$ cat src/hdl/shab_pkg.sv
// Shared types, constants and SHA-256 helper functions for the block hash engine.
// No dependencies; used by shab_round and sha256_block_hash.
`default_nettype none

package shab_pkg;

    localparam int WORD_W  = 32;
    localparam int ROUNDS  = 64;
    localparam int BLK_WORDS = 16;

    typedef logic [WORD_W-1:0] word_t;
    typedef logic [7:0][WORD_W-1:0] work_t;   // [0] = a ... [7] = h

    localparam work_t INIT_HASH = {
        32'h5be0cd19, 32'h1f83d9ab, 32'h9b05688c, 32'h510e527f,
        32'ha54ff53a, 32'h3c6ef372, 32'hbb67ae85, 32'h6a09e667
    };

    localparam word_t ROUND_K [ROUNDS] = '{
        32'h428a2f98, 32'h71374491, 32'hb5c0fbcf, 32'he9b5dba5,
        32'h3956c25b, 32'h59f111f1, 32'h923f82a4, 32'hab1c5ed5,
        32'hd807aa98, 32'h12835b01, 32'h243185be, 32'h550c7dc3,
        32'h72be5d74, 32'h80deb1fe, 32'h9bdc06a7, 32'hc19bf174,
        32'he49b69c1, 32'hefbe4786, 32'h0fc19dc6, 32'h240ca1cc,
        32'h2de92c6f, 32'h4a7484aa, 32'h5cb0a9dc, 32'h76f988da,
        32'h983e5152, 32'ha831c66d, 32'hb00327c8, 32'hbf597fc7,
        32'hc6e00bf3, 32'hd5a79147, 32'h06ca6351, 32'h14292967,
        32'h27b70a85, 32'h2e1b2138, 32'h4d2c6dfc, 32'h53380d13,
        32'h650a7354, 32'h766a0abb, 32'h81c2c92e, 32'h92722c85,
        32'ha2bfe8a1, 32'ha81a664b, 32'hc24b8b70, 32'hc76c51a3,
        32'hd192e819, 32'hd6990624, 32'hf40e3585, 32'h106aa070,
        32'h19a4c116, 32'h1e376c08, 32'h2748774c, 32'h34b0bcb5,
        32'h391c0cb3, 32'h4ed8aa4a, 32'h5b9cca4f, 32'h682e6ff3,
        32'h748f82ee, 32'h78a5636f, 32'h84c87814, 32'h8cc70208,
        32'h90befffa, 32'ha4506ceb, 32'hbef9a3f7, 32'hc67178f2
    };

    function automatic word_t rotr(input word_t v, input int n);
        rotr = (v >> n) | (v << (WORD_W - n));
    endfunction

    function automatic word_t big_sig0(input word_t v);
        big_sig0 = rotr(v, 2) ^ rotr(v, 13) ^ rotr(v, 22);
    endfunction

    function automatic word_t big_sig1(input word_t v);
        big_sig1 = rotr(v, 6) ^ rotr(v, 11) ^ rotr(v, 25);
    endfunction

    function automatic word_t small_sig0(input word_t v);
        small_sig0 = rotr(v, 7) ^ rotr(v, 18) ^ (v >> 3);
    endfunction

    function automatic word_t small_sig1(input word_t v);
        small_sig1 = rotr(v, 17) ^ rotr(v, 19) ^ (v >> 10);
    endfunction

endpackage

`default_nettype wire

$ cat src/hdl/shab_round.sv
// One SHA-256 compression round over the eight working words.
// Depends on shab_pkg for types and sigma functions.
`default_nettype none

module shab_round (
    input  var shab_pkg::work_t cur,
    input  var shab_pkg::word_t sched_word,
    input  var shab_pkg::word_t round_const,
    output var shab_pkg::work_t nxt
);

    shab_pkg::word_t t1;
    shab_pkg::word_t t2;
    shab_pkg::word_t ch;
    shab_pkg::word_t maj;

    always_comb begin
        ch  = (cur[4] & cur[5]) ^ (~cur[4] & cur[6]);
        maj = (cur[0] & cur[1]) ^ (cur[0] & cur[2]) ^ (cur[1] & cur[2]);
        t1  = cur[7] + shab_pkg::big_sig1(cur[4]) + ch + round_const + sched_word;
        t2  = shab_pkg::big_sig0(cur[0]) + maj;
        nxt[7] = cur[6];
        nxt[6] = cur[5];
        nxt[5] = cur[4];
        nxt[4] = cur[3] + t1;
        nxt[3] = cur[2];
        nxt[2] = cur[1];
        nxt[1] = cur[0];
        nxt[0] = t1 + t2;
    end

endmodule

`default_nettype wire

$ cat src/hdl/sha256_block_hash.sv
// SHA-256 block hash engine: 16-word block store in a two-read-port memory, schedule
// expanded in place, four schedule reads per round. With the end flag the first
// digest beat is valid in the same cycle as the updated chain value, eight beats
// total. No input is taken while rounds run; digest beats overlap collection of the
// next block's first 15 words. Reset clears control and loads the initial hash.
`default_nettype none

module sha256_block_hash (
    input  wire         aclk,
    input  wire         aresetn,
    input  wire         s_tvalid,
    output logic        s_tready,
    input  wire  [31:0] s_tdata,   // [31:0] message_word
    input  wire         s_tlast,   // end_of_message
    output logic        m_tvalid,
    input  wire         m_tready,
    output logic [31:0] m_tdata,   // [31:0] digest_word
    output logic [2:0]  m_tuser,   // [2:0] digest_index
    output logic        m_tlast    // digest_last
);

    localparam logic [1:0] ST_COLLECT = 2'd0;
    localparam logic [1:0] ST_ROUND   = 2'd1;
    localparam logic [1:0] ST_FINAL   = 2'd2;
    localparam logic [1:0] ST_OUT     = 2'd3;

    localparam logic [5:0] LAST_ROUND = 6'(shab_pkg::ROUNDS - 1);
    localparam logic [3:0] LAST_POS   = 4'(shab_pkg::BLK_WORDS - 1);
    localparam logic [2:0] LAST_IDX   = 3'd7;

    logic [1:0] state_reg, state_next;
    logic [3:0] pos_reg, pos_next;
    logic [5:0] rd_t_reg, rd_t_next;
    logic [5:0] calc_t_reg, calc_t_next;
    logic [5:0] rnd_t_reg, rnd_t_next;
    logic       phase_reg, phase_next;
    logic       calc_vld_reg, calc_vld_next;
    logic       rnd_vld_reg, rnd_vld_next;
    logic       fin_reg, fin_next;
    logic [2:0] out_idx_reg, out_idx_next;

    shab_pkg::work_t chain_reg, chain_next;
    shab_pkg::work_t work_reg, work_next;
    shab_pkg::work_t round_out;
    shab_pkg::word_t w_reg, w_next;
    shab_pkg::word_t h0_reg, h1_reg;
    shab_pkg::word_t q0_reg, q1_reg;
    shab_pkg::word_t w_calc;

    // block store / schedule window
    shab_pkg::word_t sched_mem [shab_pkg::BLK_WORDS];
    logic            mem_we;
    logic [3:0]      mem_wa;
    shab_pkg::word_t mem_wd;
    logic [3:0]      ra0, ra1;

    logic s_fire, m_fire;

    assign s_fire = s_tvalid && s_tready;
    assign m_fire = m_tvalid && m_tready;

    assign s_tready = (state_reg == ST_COLLECT) || (state_reg == ST_OUT && pos_reg != LAST_POS);
    assign m_tvalid = (state_reg == ST_OUT);
    assign m_tdata  = chain_reg[out_idx_reg];
    assign m_tuser  = out_idx_reg;
    assign m_tlast  = (out_idx_reg == LAST_IDX);

    shab_round u_round (
        .cur         (work_reg),
        .sched_word  (w_reg),
        .round_const (shab_pkg::ROUND_K[rnd_t_reg]),
        .nxt         (round_out)
    );

    // read addresses: phase 0 -> w[t-15], w[t-16] (w[t] while t < 16); phase 1 -> w[t-2], w[t-7]
    always_comb begin
        if (!phase_reg) begin
            ra0 = rd_t_reg[3:0] + 4'd1;
            ra1 = rd_t_reg[3:0];
        end else begin
            ra0 = rd_t_reg[3:0] - 4'd2;
            ra1 = rd_t_reg[3:0] - 4'd7;
        end
    end

    always_comb begin
        if (calc_t_reg < 6'(shab_pkg::BLK_WORDS)) begin
            w_calc = h1_reg;
        end else begin
            w_calc = shab_pkg::small_sig1(q0_reg) + q1_reg
                   + shab_pkg::small_sig0(h0_reg) + h1_reg;
        end
    end

    always_comb begin
        state_next    = state_reg;
        pos_next      = pos_reg;
        rd_t_next     = rd_t_reg;
        calc_t_next   = calc_t_reg;
        rnd_t_next    = rnd_t_reg;
        phase_next    = phase_reg;
        calc_vld_next = calc_vld_reg;
        rnd_vld_next  = rnd_vld_reg;
        fin_next      = fin_reg;
        out_idx_next  = out_idx_reg;
        chain_next    = chain_reg;
        work_next     = work_reg;
        w_next        = w_reg;
        mem_we        = 1'b0;
        mem_wa        = pos_reg;
        mem_wd        = s_tdata;

        if (s_fire) begin
            mem_we   = 1'b1;
            pos_next = pos_reg + 4'd1;
        end

        case (state_reg)
            ST_COLLECT: begin
                if (s_fire && pos_reg == LAST_POS) begin
                    state_next    = ST_ROUND;
                    fin_next      = s_tlast;
                    work_next     = chain_reg;
                    rd_t_next     = '0;
                    phase_next    = 1'b0;
                    calc_vld_next = 1'b0;
                    rnd_vld_next  = 1'b0;
                end
            end
            ST_ROUND: begin
                if (!phase_reg) begin
                    if (calc_vld_reg) begin
                        w_next        = w_calc;
                        rnd_t_next    = calc_t_reg;
                        rnd_vld_next  = 1'b1;
                        calc_vld_next = 1'b0;
                        if (calc_t_reg >= 6'(shab_pkg::BLK_WORDS)) begin
                            mem_we = 1'b1;
                            mem_wa = calc_t_reg[3:0];
                            mem_wd = w_calc;
                        end
                    end
                    phase_next = 1'b1;
                end else begin
                    if (rnd_vld_reg) begin
                        work_next    = round_out;
                        rnd_vld_next = 1'b0;
                        if (rnd_t_reg == LAST_ROUND) begin
                            state_next = ST_FINAL;
                        end
                    end
                    calc_t_next   = rd_t_reg;
                    rd_t_next     = rd_t_reg + 6'd1;
                    calc_vld_next = 1'b1;
                    phase_next    = 1'b0;
                end
            end
            ST_FINAL: begin
                for (int i = 0; i < 8; i++) begin
                    chain_next[i] = chain_reg[i] + work_reg[i];
                end
                out_idx_next = '0;
                state_next   = fin_reg ? ST_OUT : ST_COLLECT;
            end
            ST_OUT: begin
                if (m_fire) begin
                    out_idx_next = out_idx_reg + 3'd1;
                    if (out_idx_reg == LAST_IDX) begin
                        chain_next = shab_pkg::INIT_HASH;
                        state_next = ST_COLLECT;
                    end
                end
            end
            default: begin
                state_next = ST_COLLECT;
            end
        endcase
    end

    always_ff @(posedge aclk) begin
        if (mem_we) begin
            sched_mem[mem_wa] <= mem_wd;
        end
        q0_reg <= sched_mem[ra0];
        q1_reg <= sched_mem[ra1];
    end

    always_ff @(posedge aclk) begin
        if (state_reg == ST_ROUND && phase_reg) begin
            h0_reg <= q0_reg;
            h1_reg <= q1_reg;
        end
        work_reg   <= work_next;
        w_reg      <= w_next;
        calc_t_reg <= calc_t_next;
        rnd_t_reg  <= rnd_t_next;
        rd_t_reg   <= rd_t_next;
        fin_reg    <= fin_next;
    end

    always_ff @(posedge aclk) begin
        if (!aresetn) begin
            state_reg    <= ST_COLLECT;
            pos_reg      <= '0;
            phase_reg    <= 1'b0;
            calc_vld_reg <= 1'b0;
            rnd_vld_reg  <= 1'b0;
            out_idx_reg  <= '0;
            chain_reg    <= shab_pkg::INIT_HASH;
        end else begin
            state_reg    <= state_next;
            pos_reg      <= pos_next;
            phase_reg    <= phase_next;
            calc_vld_reg <= calc_vld_next;
            rnd_vld_reg  <= rnd_vld_next;
            out_idx_reg  <= out_idx_next;
            chain_reg    <= chain_next;
        end
    end

    a_no_block_end_during_out: assert property (@(posedge aclk) disable iff (!aresetn)
        (s_fire && m_tvalid) |-> (pos_reg != LAST_POS))
        else $error("block end accepted while digest pending");

    a_final_after_last_round: assert property (@(posedge aclk) disable iff (!aresetn)
        (state_reg == ST_FINAL) |-> ($past(state_reg) == ST_ROUND && $past(rnd_t_reg) == LAST_ROUND))
        else $error("finalize entered before last round");

    a_block_starts_rounds: assert property (@(posedge aclk) disable iff (!aresetn)
        (s_fire && pos_reg == LAST_POS) |=> (state_reg == ST_ROUND && rd_t_reg == 6'd0))
        else $error("full block did not start compression");

    a_chain_reinit: assert property (@(posedge aclk) disable iff (!aresetn)
        (m_fire && m_tlast) |=> (state_reg == ST_COLLECT && chain_reg == shab_pkg::INIT_HASH))
        else $error("chain not reinitialized after digest");

endmodule

`default_nettype wire

$ cat config.mk
export PLATFORM = sky130hd
export DESIGN_NAME = sha256_block_hash
export DESIGN_NICKNAME = d
export VERILOG_FILES = /design/src/hdl/shab_pkg.sv /design/src/hdl/shab_round.sv /design/src/hdl/sha256_block_hash.sv
export SDC_FILE = /design/constraint.sdc
export NUM_CORES = 2
export LEC_CHECK = 0
export BUFFER_PORTS_ARGS = -buffer_cell sky130_fd_sc_hd__buf_2
export CAP_MARGIN = 20
export CORE_MARGIN = 2
export CORE_UTILIZATION = 45
export CTS_CLUSTER_SIZE = 20
export DETAILED_ROUTE_END_ITERATION = 12
export PLACE_DENSITY = 0.7
export SLEW_MARGIN = 20
export SYNTH_ARGS = -nofsm -noshare
export SYNTH_HDL_FRONTEND = slang
export SYNTH_SLANG_ARGS = --single-unit
$ cat constraint.sdc
create_clock -name aclk -period 10.4 [get_ports aclk]
set_input_delay 1.04 -clock aclk [delete_from_list [all_inputs] [get_ports aclk]]
set_output_delay 1.04 -clock aclk [all_outputs]
set_load 0.1 [all_outputs]
==> summary.txt <==
Status
  – Outcome: finished, final reports clean

Global route
  – Fraction of met2 tracks used by global routing: between 40% and 50%
  – Gr ovfl total: 0
  – Most used routing layer: met2
  – GR Util met3: ~5.3%
  – Met1 GRT Util: roughly 37%
  – Largest net degree at the start of global routing: 208
  – GRT Resource Usage Total: around 29%
  – Via count of the first global-routing pass: around 58000
  – Global-route wire length before repair: around 380000 um
  – Number of antenna violations at the first check in global routing: 3

Synth
  – Sequential area share after synthesis: between 40% and 50%
  – Total of flip-flops plus latches after synthesis: between 1000 and 1500
  – Number of enable-type register cells in the synthesized netlist: 883
  – Async set or reset register ratio after synthesis: 0%
  – Cell type contributing the most total cell area after synthesis: sky130_fd_sc_hd__edfxtp_1
  – Main area contributors after synthesis: sky130_fd_sc_hd__edfxtp_1 (34%), sky130_fd_sc_hd__mux4_2 (10%), sky130_fd_sc_hd__dfxtp_1 (8.5%), sky130_fd_sc_hd__ha_1 (6.3%), sky130_fd_sc_hd__nand2_1 (5.2%)
  – Synth Area per Inst: ~11 um2
  – Count of cell types in the netlist: between 90 and 100
  – Net count after synthesis: 7929
  – Fraction of post-synthesis cell area in the top cell type by area: 33.7%
  – Warning count from the yosys run: 0
  – Cell area after synthesis: 78700 um2
  – Primary flip-flop cell chosen by synthesis mapping: sky130_fd_sc_hd__edfxtp_1
  – Syn Inst Count: approximately 7300

STA
  – Final worst-path cycle share: between 80% and 90%
  – Final worst clock skew: approximately 66 ps
  – Setup repair after global routing missed its margin: false
  – Slew @ Worst Pin: ~1200 ps
  – Final-report setup violation count: 0
  – Number of hold-slack violations in the final timing report: 0
  – Post-route worst setup slack: 1570 ps
  – Slew headroom: between 20% and 30%
  – Max Clk Rate: between 100 and 150 MHz
  – Time the final worst path needs with I/O delays and setup: around 8800 ps
  – Number of pins exceeding their max-slew limit in the final report: 0
  – Setup Total Neg Slack: 0 ps

Clock tree
  – Cts hold-fix bufs: 0
  – Number of H-tree levels: 4
  – Clock buffer depth: 3
  – Root buffer cell: sky130_fd_sc_hd__clkbuf_16
  – Count of clock tree sinks: between 1000 and 1500
  – CTS tree: done
  – Post-CTS repair timing setup buffer count: 0
  – Insertion delay to the later sink of the worst-skew pair: approximately 830 ps
  – Count of cells resized by post-cts repair: 0
  – Clock buffer count from CTS: about 140
  – Clk slew on worst S/H paths: about 60 ps

Detailed routing
  – Vias/cell: slightly above 6
  – Wire length after detailed routing: 260000 um
  – Violation count after the first detailed-route iteration: approximately 7300
  – Remaining antenna violation count after routing: 0
  – Count of vias placed by the detailed router: roughly 60000
  – Routed length per placed instance: about 27 um
  – Number of DRC violations after detailed routing: 0
  – Number of detailed-routing iterations run before antenna repair: 6

Finish
  – Final standard cell utilization of the core: 49.8%
  – Flip-flop count of the largest register, all copies and words added: around 500
  – Syn-to-layout area delta: 9.98%
  – Share of final-layout standard cells stronger than drive strength 1: 12.4%
  – Final net count: 7853
  – Antenna cell count: 0

Placement
  – Port buffer count: 74
  – Post-Place Worst Slack: 1650 ps
  – Final Wtd Congestion: slightly below 1
  – Half-perimeter wire length after detailed placement: 180000 um

Setup path
  – Critical Path Slowest Stage Cell: sky130_fd_sc_hd__ha_1
  – Worst EP required: approximately 11000 ps
  – Critical path's largest stage delay: roughly 700 ps
  – Family with the most delay on the worst path: compound AO/OA/AOI/OAI gates
  – Crit path capture type: flip-flop
  – Crit Path Class: reg2reg
  – Highest fanout seen on the critical path: 12
  – Kind of start point of the critical path: flip-flop
  – Cell occurring most often along the worst timing path: sky130_fd_sc_hd__a21oi_1
  – WP buf/inv: 2
  – Arrival time of the worst setup path: 9350 ps

Power
  – Design internal power: 8.32 mW
  – Sequential cell fraction of total power: roughly half
  – Switching Fraction: 22.8%
  – Power density relative to cell area: roughly 120 nW/um2
  – Clock network fraction of total power: between 40% and 50%
  – Power share of the combinational group: 3.1%
  – Leak Pwr: about 33 nW
  – Net Switching: 2.46 mW
  – Highest ir drop seen on vdd: about 0.29 mV

Floorplan
  – Overall die height: 422 um
  – Count of standard-cell rows: approximately 150
  – Area of the core: 174000 um2
  – Die Outline Area: about 180000 um2
  – Initial core utilization: around 45%
  – Number of placed I/O pins: 75
  – Width of the chip: about 420 um

Job
  – Max-cap check violation count: 0

Worst hold path
  – Tightest Hold Check Type: reg2reg
path summary, 6_finish.rpt:
check	startpoint	end	slack, ps	cells past startpoint
max	rnd_t_reg[0]$_DFFE_PP_	work_reg[31]$_DFFE_PP_	1570	34
min	q1_reg[30]$_DFF_P_	h1_reg[30]$_DFFE_PP_	430	0
max reg2reg	rnd_t_reg[0]$_DFFE_PP_	work_reg[31]$_DFFE_PP_	1570	34
min reg2reg	q1_reg[30]$_DFF_P_	h1_reg[30]$_DFFE_PP_	430	0
power by group through the flow:
stage                     logic (mW)  clock network, mW  registers (mW)
after floorplan                0.204                  0            5.32
after global placement         0.316                  0            5.32
after detailed placement       0.323                  0            5.33
after CTS                      0.325               5.26            5.22
after global routing           0.352               5.46            5.22
final                          0.330               5.22            5.23
routing by layer:
layer | part of all wire, % | wire length [um]
met1 | 39 | 101000
met2 | 47 | 121000
met3 | 8.6 | 22400
met4 | 5.9 | 15500
met5 | 0.0054 | 14
logic make-up (layout without fill, tap and decap cells):
group	after synthesis	after routing	synth area share [%]
compound gates	1638	1638	13.2
mux	473	473	11.8
fa+ha+maj	612	612	11.5
xor+xnor	593	593	6.60
simple gates	1914	1914	10.6
flops	1215	1215	42.2
buf+inv	856	897	4.11
cell usage after synthesis, drive strengths merged, types with 14 or more instances:
library cell  number
and2              25
edfxtp           883
xnor2            374
dfxtp            332
o21ai            410
clkbuf           335
mux2i             49
and3              33
ha               396
xor2             219
nand3             83
a31oi             50
o31ai             21
a22oi             57
a311oi            14
buf               55
a21o             198
nor3              80
a21oi            438
a21boi            16
or3               26
nor2b            135
nand2           1091
mux2              65
maj3              21
o211ai            30
o21bai            48
fa               195
a211oi            71
nor2             314
o22ai             92
nand4             25
mux4             359
nand2b            53
o21a              47
inv              462
a31o              15
per-stage QoR:
stage	hold slack [ps]	power [mW]	instance area, um2	std cells
4_1_cts	435	10.8	86500	9666
6_report	434	10.8	86500	9667
2_1_floorplan	408	5.52	78700	7301
3_3_place_gp	415	5.64	81600	9409
3_5_place_dp	419	5.65	81600	9409
5_1_grt	455	11.0	86500	9667
layout by cell type, fill, tap and decap left out, types with 83 or more instances in the layout:
cell	netlist	routed
sky130_fd_sc_hd__a21o_1	198	198
sky130_fd_sc_hd__a21oi_1	436	435
sky130_fd_sc_hd__buf_4	0	93
sky130_fd_sc_hd__clkbuf_16	0	140
sky130_fd_sc_hd__dfxtp_1	332	329
sky130_fd_sc_hd__edfxtp_1	883	883
sky130_fd_sc_hd__fa_1	195	195
sky130_fd_sc_hd__ha_1	396	396
sky130_fd_sc_hd__inv_1	462	461
sky130_fd_sc_hd__mux4_2	359	359
sky130_fd_sc_hd__nand2_1	1091	1086
sky130_fd_sc_hd__nand3_1	83	83
sky130_fd_sc_hd__nor2_1	314	295
sky130_fd_sc_hd__nor2b_1	135	135
sky130_fd_sc_hd__o21ai_0	386	384
sky130_fd_sc_hd__o22ai_1	92	92
sky130_fd_sc_hd__xnor2_1	374	372
sky130_fd_sc_hd__xor2_1	219	216
layout make-up:
class / instances / area (um2)
fill: 15300 / 87300
sequential: 1215 / 33200
inverter: 466 / 1750
timing repair buffer: 174 / 1220
clock inverter: 65 / 943
tap: 2325 / 2910
clock buffer: 192 / 3940
multi-input combinational: 5230 / 42600
Power figures use the tool's default switching activity.
